<file path="src/hdl/ita_pkg.sv">
// ----------------------------------------------------------------------------
// ita_pkg
// Shared types, codes and helpers of the integer to ascii formatter.
// ----------------------------------------------------------------------------
package ita_pkg;

  // conversion codes
  localparam logic [1:0] OP_SDEC = 2'd0;
  localparam logic [1:0] OP_UDEC = 2'd1;
  localparam logic [1:0] OP_HEX  = 2'd2;
  localparam logic [1:0] OP_PTR  = 2'd3;

  // digit register geometry: enough decimal digits for a 64-bit magnitude
  localparam int unsigned NumDigits = 20;
  localparam int unsigned DigW      = 4 * NumDigits;
  localparam int unsigned NdigW     = $clog2(NumDigits + 1);

  // ascii characters
  localparam logic [7:0] CHAR_ZERO  = 8'h30;
  localparam logic [7:0] CHAR_LOW_A = 8'h61;
  localparam logic [7:0] CHAR_MINUS = 8'h2d;
  localparam logic [7:0] CHAR_X     = 8'h78;

  typedef struct packed {
    logic [1:0]  op;
    logic [63:0] value;
    logic        is_long;
    logic        zero_fill;
    logic [5:0]  field_width;
    logic        has_precision;
    logic [5:0]  min_digits;
  } in_item_t;

  typedef struct packed {
    logic [7:0] out_char;
    logic       last;
  } out_item_t;

  typedef enum logic [2:0] {
    ST_IDLE,
    ST_CONV,
    ST_STRIP,
    ST_PFX_ZERO,
    ST_PFX_X,
    ST_SIGN,
    ST_PAD,
    ST_DIGIT
  } state_e;

  typedef enum logic [1:0] {
    CMD_HOLD,
    CMD_LOAD,
    CMD_DABBLE,
    CMD_SHIFT
  } digit_cmd_e;

  // one digit value to its lower-case ascii character
  function automatic logic [7:0] digit_char(input logic [3:0] d);
    logic [7:0] c;
    if (d < 4'd10) begin
      c = CHAR_ZERO + {4'b0, d};
    end else begin
      c = CHAR_LOW_A + {4'b0, d} - 8'd10;
    end
    return c;
  endfunction

endpackage

</file>
<file path="src/hdl/ita_digit_sreg.sv">
// ----------------------------------------------------------------------------
// ita_digit_sreg
// Digit shift register: bit-serial binary to bcd conversion (shift and add 3)
// and digit-wise shifting toward the top for stripping and emitting.
// ----------------------------------------------------------------------------
module ita_digit_sreg
  import ita_pkg::*;
(
  input  logic            clk_i,
  input  digit_cmd_e      cmd_i,
  input  logic [DigW-1:0] load_i,
  input  logic            bit_i,
  output logic [3:0]      top_o
);

  logic [DigW-1:0] dig_q, dig_d;
  logic [DigW-1:0] adj;

  // add 3 to every digit of five or more, each digit on its own
  always_comb begin
    for (int i = 0; i < NumDigits; i++) begin
      if (dig_q[4*i +: 4] >= 4'd5) begin
        adj[4*i +: 4] = dig_q[4*i +: 4] + 4'd3;
      end else begin
        adj[4*i +: 4] = dig_q[4*i +: 4];
      end
    end
  end

  // command decode
  always_comb begin
    unique case (cmd_i)
      CMD_HOLD:   dig_d = dig_q;
      CMD_LOAD:   dig_d = load_i;
      CMD_DABBLE: dig_d = {adj[DigW-2:0], bit_i};
      CMD_SHIFT:  dig_d = {dig_q[DigW-5:0], 4'b0};
      default:    dig_d = dig_q;
    endcase
  end

  always_ff @(posedge clk_i) begin
    dig_q <= dig_d;
  end

  assign top_o = dig_q[DigW-1 -: 4];

endmodule

</file>
<file path="src/hdl/integer_to_ascii_formatter_unit.sv">
// ----------------------------------------------------------------------------
// integer_to_ascii_formatter_unit
// Formats one integer conversion (signed/unsigned decimal, hex, pointer) and
// sends its ascii characters one per transfer, the final one marked last.
// ----------------------------------------------------------------------------
// Flow: the item is loaded; for decimal the 32 or 64 binary bits are shifted
// into the bcd register one bit per cycle, then leading zeros are stripped
// (one digit per cycle, down to one digit) and a step settles the padding,
// then one character per cycle goes through the output register while not stalled.
// Throughput: one item at a time; the next item is taken after the last
// character has entered the output register.
// Reset clears the state machine and the output valid flag.
module integer_to_ascii_formatter_unit
  import ita_pkg::*;
(
  input  logic      clk_i,
  input  logic      rst_ni,
  input  logic      in_valid_i,
  output logic      in_stall_o,
  input  in_item_t  in_data_i,
  output logic      out_valid_o,
  input  logic      out_stall_i,
  output out_item_t out_data_o
);

  state_e state_q, state_d;

  logic [1:0]       op_q;
  logic             neg_q;
  logic [63:0]      bin_q;
  logic [6:0]       cnt_q;
  logic [NdigW-1:0] ndig_q;
  logic [5:0]       pad_q;
  logic             zero_fill_q;
  logic [5:0]       width_q;
  logic             has_prec_q;
  logic [5:0]       prec_q;

  logic             out_valid_q;
  out_item_t        out_q;

  logic             accept;
  logic             can_emit;
  logic             strip_more;
  logic [3:0]       top_dig;
  digit_cmd_e       cmd;
  logic [DigW-1:0]  load_val;
  logic             emit;
  out_item_t        emit_item;

  // magnitude at the input
  logic [63:0]      sval;
  logic             in_neg;
  logic [63:0]      in_mag;
  logic             in_dec;

  // target digit count at the end of stripping
  logic [6:0]       tgt1;
  logic [6:0]       tgt;
  logic [6:0]       pad_w;

  assign accept   = in_valid_i && (state_q == ST_IDLE);
  assign can_emit = !out_valid_q || !out_stall_i;
  assign in_stall_o = (state_q != ST_IDLE);

  // sign handling and 32-bit cut
  always_comb begin
    in_dec = (in_data_i.op == OP_SDEC) || (in_data_i.op == OP_UDEC);
    sval   = in_data_i.is_long ? in_data_i.value
                               : {{32{in_data_i.value[31]}}, in_data_i.value[31:0]};
    in_neg = 1'b0;
    if (in_data_i.op == OP_PTR) begin
      in_mag = in_data_i.value;
    end else if (in_data_i.op == OP_SDEC) begin
      in_neg = sval[63];
      in_mag = sval[63] ? (64'd0 - sval) : sval;
    end else begin
      in_mag = in_data_i.is_long ? in_data_i.value : {32'b0, in_data_i.value[31:0]};
    end
  end

  // hex and pointer load digits directly, decimal starts from an empty bcd register
  assign load_val = in_dec ? '0 : {{(DigW-64){1'b0}}, in_mag};

  assign strip_more = (top_dig == 4'd0) && (ndig_q > NdigW'(1));

  // padding count from precision and zero-padded width
  always_comb begin
    if (has_prec_q && ({1'b0, prec_q} > {{(7-NdigW){1'b0}}, ndig_q})) begin
      tgt1 = {1'b0, prec_q};
    end else begin
      tgt1 = {{(7-NdigW){1'b0}}, ndig_q};
    end
    if (zero_fill_q && ({1'b0, width_q} > tgt1 + {6'b0, neg_q})) begin
      tgt = {1'b0, width_q} - {6'b0, neg_q};
    end else begin
      tgt = tgt1;
    end
    pad_w = tgt - {{(7-NdigW){1'b0}}, ndig_q};
  end

  // next state
  always_comb begin
    state_d = state_q;
    unique case (state_q)
      ST_IDLE: begin
        if (accept) begin
          state_d = in_dec ? ST_CONV : ST_STRIP;
        end
      end
      ST_CONV: begin
        if (cnt_q == 7'd1) state_d = ST_STRIP;
      end
      ST_STRIP: begin
        if (!strip_more) begin
          if (op_q == OP_PTR)       state_d = ST_PFX_ZERO;
          else if (neg_q)           state_d = ST_SIGN;
          else if (pad_w != 7'd0)   state_d = ST_PAD;
          else                      state_d = ST_DIGIT;
        end
      end
      ST_PFX_ZERO: begin
        if (can_emit) state_d = ST_PFX_X;
      end
      ST_PFX_X: begin
        if (can_emit) state_d = ST_DIGIT;
      end
      ST_SIGN: begin
        if (can_emit) state_d = (pad_q != 6'd0) ? ST_PAD : ST_DIGIT;
      end
      ST_PAD: begin
        if (can_emit && (pad_q == 6'd1)) state_d = ST_DIGIT;
      end
      ST_DIGIT: begin
        if (can_emit && (ndig_q == NdigW'(1))) state_d = ST_IDLE;
      end
      default: state_d = ST_IDLE;
    endcase
  end

  // state outputs: digit register command and character to send
  always_comb begin
    cmd       = CMD_HOLD;
    emit      = 1'b0;
    emit_item = '{out_char: CHAR_ZERO, last: 1'b0};
    unique case (state_q)
      ST_IDLE: begin
        if (accept) cmd = CMD_LOAD;
      end
      ST_CONV: begin
        cmd = CMD_DABBLE;
      end
      ST_STRIP: begin
        if (strip_more) cmd = CMD_SHIFT;
      end
      ST_PFX_ZERO: begin
        emit = 1'b1;
      end
      ST_PFX_X: begin
        emit = 1'b1;
        emit_item.out_char = CHAR_X;
      end
      ST_SIGN: begin
        emit = 1'b1;
        emit_item.out_char = CHAR_MINUS;
      end
      ST_PAD: begin
        emit = 1'b1;
      end
      ST_DIGIT: begin
        emit = 1'b1;
        emit_item.out_char = digit_char(top_dig);
        emit_item.last     = (ndig_q == NdigW'(1));
        if (can_emit) cmd = CMD_SHIFT;
      end
      default: begin
        cmd = CMD_HOLD;
      end
    endcase
  end

  ita_digit_sreg u_digits (
    .clk_i  (clk_i),
    .cmd_i  (cmd),
    .load_i (load_val),
    .bit_i  (bin_q[63]),
    .top_o  (top_dig)
  );

  // control registers
  always_ff @(posedge clk_i or negedge rst_ni) begin
    if (!rst_ni) begin
      state_q     <= ST_IDLE;
      out_valid_q <= 1'b0;
    end else begin
      state_q <= state_d;
      if (can_emit) out_valid_q <= emit;
    end
  end

  // datapath registers
  always_ff @(posedge clk_i) begin
    if (can_emit && emit) out_q <= emit_item;

    if (accept) begin
      op_q        <= in_data_i.op;
      neg_q       <= in_neg;
      bin_q       <= in_data_i.is_long ? in_mag : {in_mag[31:0], 32'b0};
      cnt_q       <= in_data_i.is_long ? 7'd64 : 7'd32;
      ndig_q      <= NdigW'(NumDigits);
      zero_fill_q <= in_data_i.zero_fill;
      width_q     <= in_data_i.field_width;
      has_prec_q  <= in_data_i.has_precision;
      prec_q      <= in_data_i.min_digits;
    end

    unique case (state_q)
      ST_CONV: begin
        bin_q <= {bin_q[62:0], 1'b0};
        cnt_q <= cnt_q - 7'd1;
      end
      ST_STRIP: begin
        if (strip_more) begin
          ndig_q <= ndig_q - NdigW'(1);
        end else begin
          pad_q <= (op_q == OP_PTR) ? 6'd0 : pad_w[5:0];
        end
      end
      ST_PAD: begin
        if (can_emit) pad_q <= pad_q - 6'd1;
      end
      ST_DIGIT: begin
        if (can_emit) ndig_q <= ndig_q - NdigW'(1);
      end
      default: begin
      end
    endcase
  end

  assign out_valid_o = out_valid_q;
  assign out_data_o  = out_q;

endmodule
</file>
<file path="config.mk">
export PLATFORM = sky130hd
export DESIGN_NAME = integer_to_ascii_formatter_unit
export DESIGN_NICKNAME = d
export VERILOG_FILES = /design/src/hdl/ita_pkg.sv /design/src/hdl/ita_digit_sreg.sv /design/src/hdl/integer_to_ascii_formatter_unit.sv
export SDC_FILE = /design/constraint.sdc
export NUM_CORES = 1
export LEC_CHECK = 0
export ABC_CLOCK_PERIOD_IN_PS = 15470
export BUFFER_PORTS_ARGS = -buffer_cell sky130_fd_sc_hd__buf_2
export CAP_MARGIN = 20
export CELL_PAD_IN_SITES_DETAIL_PLACEMENT = 1
export CELL_PAD_IN_SITES_GLOBAL_PLACEMENT = 2
export CORE_MARGIN = 2
export CORE_UTILIZATION = 40
export CTS_CLUSTER_DIAMETER = 40
export DETAILED_ROUTE_END_ITERATION = 6
export PLACE_DENSITY = 0.83
export RECOVER_POWER = 25
export SYNTH_ARGS = -nofsm -noshare
export SYNTH_HDL_FRONTEND = slang
export SYNTH_SLANG_ARGS = --single-unit
</file>
<file path="constraint.sdc">
create_clock -name clk_i -period 15.47 [get_ports clk_i]
set_input_delay 2.3205 -clock clk_i [delete_from_list [all_inputs] [get_ports clk_i]]
set_output_delay 2.3205 -clock clk_i [all_outputs]
set_load 0.03 [all_outputs]
</file>
---- Word level (Yosys, flattened, before mapping) ----
Cells that the tools add are included.
W data, S select, Z words.
word-level totals
  register bits after elaboration ......... 192
  input port bits ......................... 85
  output and inout port bits .............. 11
  logic and storage cells ................. 184
cells by class
  $add $sub $neg .......................... 30
  magnitude comparators ................... 24
  equal/unequal tests ..................... 25
  multiplexer cells ....................... 64
  bitwise gates (word level) .............. 1
  reductions and logical operators ........ 24
operators with widths
  kind                     count
  $mux W64                 9
  $pmux W80 S3             1
  $ge A4 B3 Y1 const B     20
  $add A4 B2 Y4 const B    19
  $mux W4                  19
  $sub A1 B64 Y64 const A  1
  $mux W3                  10
  $mux W7                  4
  $mux W6                  4
  $pmux W3 S8              1
  $pmux W8 S3              1
  $ne A2 B2 Y1 const B     9
  $mux W5                  3
  $eq A3 B3 Y1 const B     4
  $pmux W6 S2              1
  $pmux W5 S2              1
  $add A7 B4 Y8 const A    1
  $eq A2 B2 Y1 const B     4
  $mux W2                  4
  $mux W8                  1
  $pmux W2 S4              1
  $reduce_and A8 Y1        1
  $sub A8 B4 Y8 const B    1
  $add A6 B4 Y7 const A    1
  other kinds (32)         47

---- Depth between registers and ports, before layout ----
  word-level depth ........................ 14
  depth in mapped cells ................... 28

---- Cells and area by module ----
A second synthesis with hierarchy kept.
second synthesis, totals
  cell total of the unflattened synthesis .. 1576
  area total of the unflattened synthesis .. 14318.7 sq um
by module, submodules not included
  module                           times used  cells each  area an instance (sq um)
  integer_to_ascii_formatter_unit  1           925         8252.9
  ita_digit_sreg                   1           651         6065.8

---- Worst setup path after synthesis ----
No wires, ideal clock.
  kind .................................... register to register
  start ................................... register ndig_q[3]
  end ..................................... register state_q[0]
  library setup time ...................... 0.096 ns
  arrival ................................. 5.436 ns
  data required time ...................... 15.374 ns
  path slack .............................. 9.938 ns
  cell stages (with the launch flop) ...... 28
  path buffers ............................ 1
  cells stage by stage .................... dfxtp_1 > inv_1 > ha_1 > and4b_1 > a31o_2 > a31oi_1 > clkbuf_1 > nand2_1 > o21ai_0 > ha_1 > ha_1 > nand2_1 > xnor2_1 > ha_1 > and4_1 > a32oi_1 > o211ai_1 > nor2_1 > o21ai_0 > ha_1 > fa_1 > nand2b_1 > a21oi_1 > a21o_1 > nand3b_1 > nand4_1 > o21a_1 > o31ai_1
between the ends
  longest elaborated chain between the ends .. 14
RTL lines
  what                    RTL line                                source
  start, declared         integer_to_ascii_formatter_unit.sv:32   logic [NdigW-1:0] ndig_q;
  start signal, assigned  integer_to_ascii_formatter_unit.sv:210  ndig_q <= NdigW'(NumDigits);
  start signal, assigned  integer_to_ascii_formatter_unit.sv:224  ndig_q <= ndig_q - NdigW'(1);
  start signal, assigned  integer_to_ascii_formatter_unit.sv:233  if (can_emit) ndig_q <= ndig_q - NdigW'(1);
  $gt A6 B5 Y1            integer_to_ascii_formatter_unit.sv:89   if (has_prec_q && ({1'b0, prec_q} > {{(7-NdigW){1'b0}}, ndig_q})) begin
  $logic_and A1 B1 Y1     integer_to_ascii_formatter_unit.sv:89
  $mux W6                 integer_to_ascii_formatter_unit.sv:89
  $add A7 B1 Y7           integer_to_ascii_formatter_unit.sv:94   if (zero_fill_q && ({1'b0, width_q} > tgt1 + {6'b0, neg_q})) begin
  $gt A6 B7 Y1            integer_to_ascii_formatter_unit.sv:94
  $logic_and A1 B1 Y1     integer_to_ascii_formatter_unit.sv:94
  $mux W7                 integer_to_ascii_formatter_unit.sv:94
  $sub A7 B5 Y7           integer_to_ascii_formatter_unit.sv:99   pad_w = tgt - {{(7-NdigW){1'b0}}, ndig_q};
  $reduce_bool A7 Y1      integer_to_ascii_formatter_unit.sv:118  else if (pad_w != 7'd0) state_d = ST_PAD;
  $mux W1                 integer_to_ascii_formatter_unit.sv:118
  $mux W2                 integer_to_ascii_formatter_unit.sv:117  else if (neg_q) state_d = ST_SIGN;
  $mux W3                 integer_to_ascii_formatter_unit.sv:116  if (op_q == OP_PTR) state_d = ST_PFX_ZERO;
  $mux W3                 integer_to_ascii_formatter_unit.sv:115  if (!strip_more) begin
  $pmux W3 S8             integer_to_ascii_formatter_unit.sv:105  unique case (state_q)
  end signal, assigned    integer_to_ascii_formatter_unit.sv:196  state_q <= state_d;
  end, declared           integer_to_ascii_formatter_unit.sv:26   state_e state_q, state_d;
Several ways; a longest one is shown, not always the timed one. The select of a mux whose other input is x is not followed.
A chain may end at the register's enable or synchronous reset.

---- Final worst setup path ----
Ends and elaborated chain as after synthesis.

==> impl_metrics.env <==
export IMPL_finalWirelength_mm=41.8
export IMPL_drive_gt1_share_pct=9.34
export IMPL_grt_util_all_layers_pct=25.2
export IMPL_place_congestion=0.922
export IMPL_ys_warn_count=0
export IMPL_pre_cts_slack_ns=8.93
export IMPL_maxSlewViolCount=221
export IMPL_violations="max-capacitance violations, max-slew violations"
export IMPL_fin_crit_ns=6.63
export IMPL_end_kind="register"
export IMPL_grt_pass1_vias=11703
export IMPL_clk_latency_ns=0.46
export IMPL_hold_path_class="register to register"
export IMPL_setup_slack_ns=8.84
export IMPL_fin_crit_sh_pct=42.9
export IMPL_drt_pass1_iterations=5
export IMPL_path_clk_slew_ns=0.07
export IMPL_synth_top_area_share_pct=41.8
export IMPL_synth_fp_nets=1548
export IMPL_cpPeakStageDelay_ns=0.74
export IMPL_synthTopCellsByCount="edfxtp_1, nand2_1, o21ai_0, a21oi_1, nor2_1"
export IMPL_fill_cells=3633
export IMPL_whs_path_depth=1
export IMPL_htreeDepth=4
export IMPL_grt_max_degree=87
export IMPL_max_vdd_ir_drop_mv=0.0897
export IMPL_dp_hpwl_mm=29.9
export IMPL_syn_area_um2=13000
export IMPL_synth_edf_count=181
export IMPL_die_area_um2=33900
export IMPL_cp_common_cell="ha_1"
export IMPL_arrival_ns=6.98
export IMPL_crit_fanout=14
export IMPL_p_per_area_nw_per_um2=186
export IMPL_syn_avg_cell_area_um2=9.32
export IMPL_slew_headroom_pct=-105
export IMPL_synth_cells=1394
export IMPL_numClockSinks=191
export IMPL_r2r_cells=26
export IMPL_ys_ff_latch=191
export IMPL_regArea_um2=5660
export IMPL_status="finished with violations"
export IMPL_rsz0062_at_grt="false"
export IMPL_crit_slowest_cell="a31oi_1"
export IMPL_synth_top_cell_by_area="edfxtp_1"
export IMPL_yosysUniqueCellTypes=69
export IMPL_ant_nets=0
export IMPL_clockRootBuffer="clkbuf_16"
export IMPL_vias=11373
export IMPL_nNetsFinal=1608
export IMPL_rows=65
export IMPL_seq_area_frac_synth_pct=43.5
export IMPL_fmax_mhz=151
export IMPL_tritoncts="yes"
export IMPL_power_leakage_nw=5.14
export IMPL_drc=0
export IMPL_fp_coreArea_um2=31800
export IMPL_required_ns=15.82
export IMPL_grt_antenna_before_repair=0
export IMPL_synth_area_leaders="edfxtp_1, ha_1, o21ai_0"
export IMPL_grt_first_pass_wirelength_mm=66.0
export IMPL_pin_count=96
export IMPL_criticalPathCategory="register to register"
export IMPL_area_delta_synth_final_pct=11.3
export IMPL_antenna_cells=0
export IMPL_final_util_pct=45.5
export IMPL_drt_iter0_drc=971
export IMPL_io_buffer_count=94
export IMPL_cts_resized=0
export IMPL_numCtsBuffers=17
export IMPL_critPathLaunchType="register"
export IMPL_wl_per_cell_um=22.0
export IMPL_hold_viol_final=0
export IMPL_max_slew_worst_pin_slew_ns=3.08
export IMPL_grt_ovfl_total=0
export IMPL_setup_tns_ns=0
export IMPL_holdBufCountCts=0
export IMPL_power_w=0.00269
export IMPL_skew_ns=0.0148
export IMPL_postCtsSetupBuffers=0
export IMPL_async_flop_share_pct=2.09
export IMPL_initial_core_util_pct=40.9
export IMPL_viasPerCell=5.98
export IMPL_multi_input_area_um2=6810
export IMPL_synth_ff_type="edfxtp_1"
export IMPL_setup_viol=0
export IMPL_drv_cap=5
export IMPL_fp_dieW_um=184
export IMPL_cts_buffer_depth=2
export IMPL_die_height_um=184
export IMPL_synth_most_common_cell="edfxtp_1"
export IMPL_fin_hold_ws_ns=0.499
power by group:
group	switching (W)	internal [W]	total, W
registers	0.000182	0.000866	0.00105
logic	0.000721	0.000415	0.00114
clock network	0.000217	0.000290	0.000507
total	0.00112	0.00157	0.00269
state kept, by name, summed over array words and instances, names as in the netlist, 2 cells and up:
name / flops
op_q: 2
u_digits.dig_q: 80
state_q: 3
prec_q: 6
cnt_q: 7
out_data_o: 8
bin_q: 64
pad_q: 6
width_q: 6
ndig_q: 5
through the flow:
stage | cells | area, um2
final | 1902 | 14500
after global routing | 1902 | 14500
after CTS | 1901 | 14500
after detailed placement | 1869 | 13900
after global placement | 1869 | 13900
after floorplan | 1394 | 13000
cell usage in the layout, fill, tap and decap left out, types with 17 or more instances in the layout:
cell,instances
nor3_1,27
nand3_1,32
nand2_1,151
clkbuf_1,24
xor2_1,30
buf_2,79
o221ai_1,38
xnor2_1,50
o21ai_0,133
o31ai_1,17
clkbuf_16,17
ha_1,68
nand2b_1,26
nor2_1,98
edfxtp_1,181
nor3b_1,35
a22oi_1,27
mux2i_1,17
a21oi_1,126
inv_1,76
final timing paths:
kind	from	to	slack [ns]
max in group asynchronous	rst_ni	state_q[0]	13.55
max reg2reg	ndig_q[3]	state_q[0]	8.84
min	ndig_q[4]	ndig_q[4]	0.50
max	ndig_q[3]	state_q[0]	8.84
min reg2reg	ndig_q[4]	ndig_q[4]	0.50
min in group asynchronous	rst_ni	out_valid_o	1.71
cell families after synthesis:
| kind of cell | count (synthesis) | share of synthesized area [%] |
|---|---|---|
| AND/OR/NAND/NOR | 440 | 16.7 |
| adder cells (fa/ha/maj) | 69 | 6.70 |
| AO/OA/AOI/OAI | 453 | 22.1 |
| XOR/XNOR | 80 | 5.39 |
| buffers and inverters | 142 | 4.19 |
| flip-flops | 191 | 43.5 |
| multiplexers | 17 | 1.31 |
| other | 2 | 0.0578 |
per-layer routing:
| layer | track usage [%] | up-vias | wire, um |
|---|---|---|---|
| met3 | 2.94 | 55 | 1920 |
| li1 | - | 5333 | - |
| met1 | 35.1 | 5654 | 19500 |
| met4 | 7.39 | 0 | 851 |
| met2 | 41.2 | 331 | 19500 |
| met5 | 0 | - | 0 |
layout make-up:
type                    instances  share of cell area (%)
clock buffers                  20                    3.02
clock inverters                12                    1.44
inverters                      76                    1.97
multi-input cells            1061                    47.1
flip-flops and latches        191                    39.1
well taps                     435                    3.76
repair buffers                107                    3.64
worst max-delay path, delay by kind of cell, from the launching register on:
kind	cells	cell delay, ns
AO/OA/AOI/OAI	10	2.55
adder cells (fa/ha/maj)	6	1.71
AND/OR/NAND/NOR	8	1.55
flip-flops	1	0.39
XOR/XNOR	1	0.19
buffers and inverters	1	0.14
(Power assumes the default switching activity.)
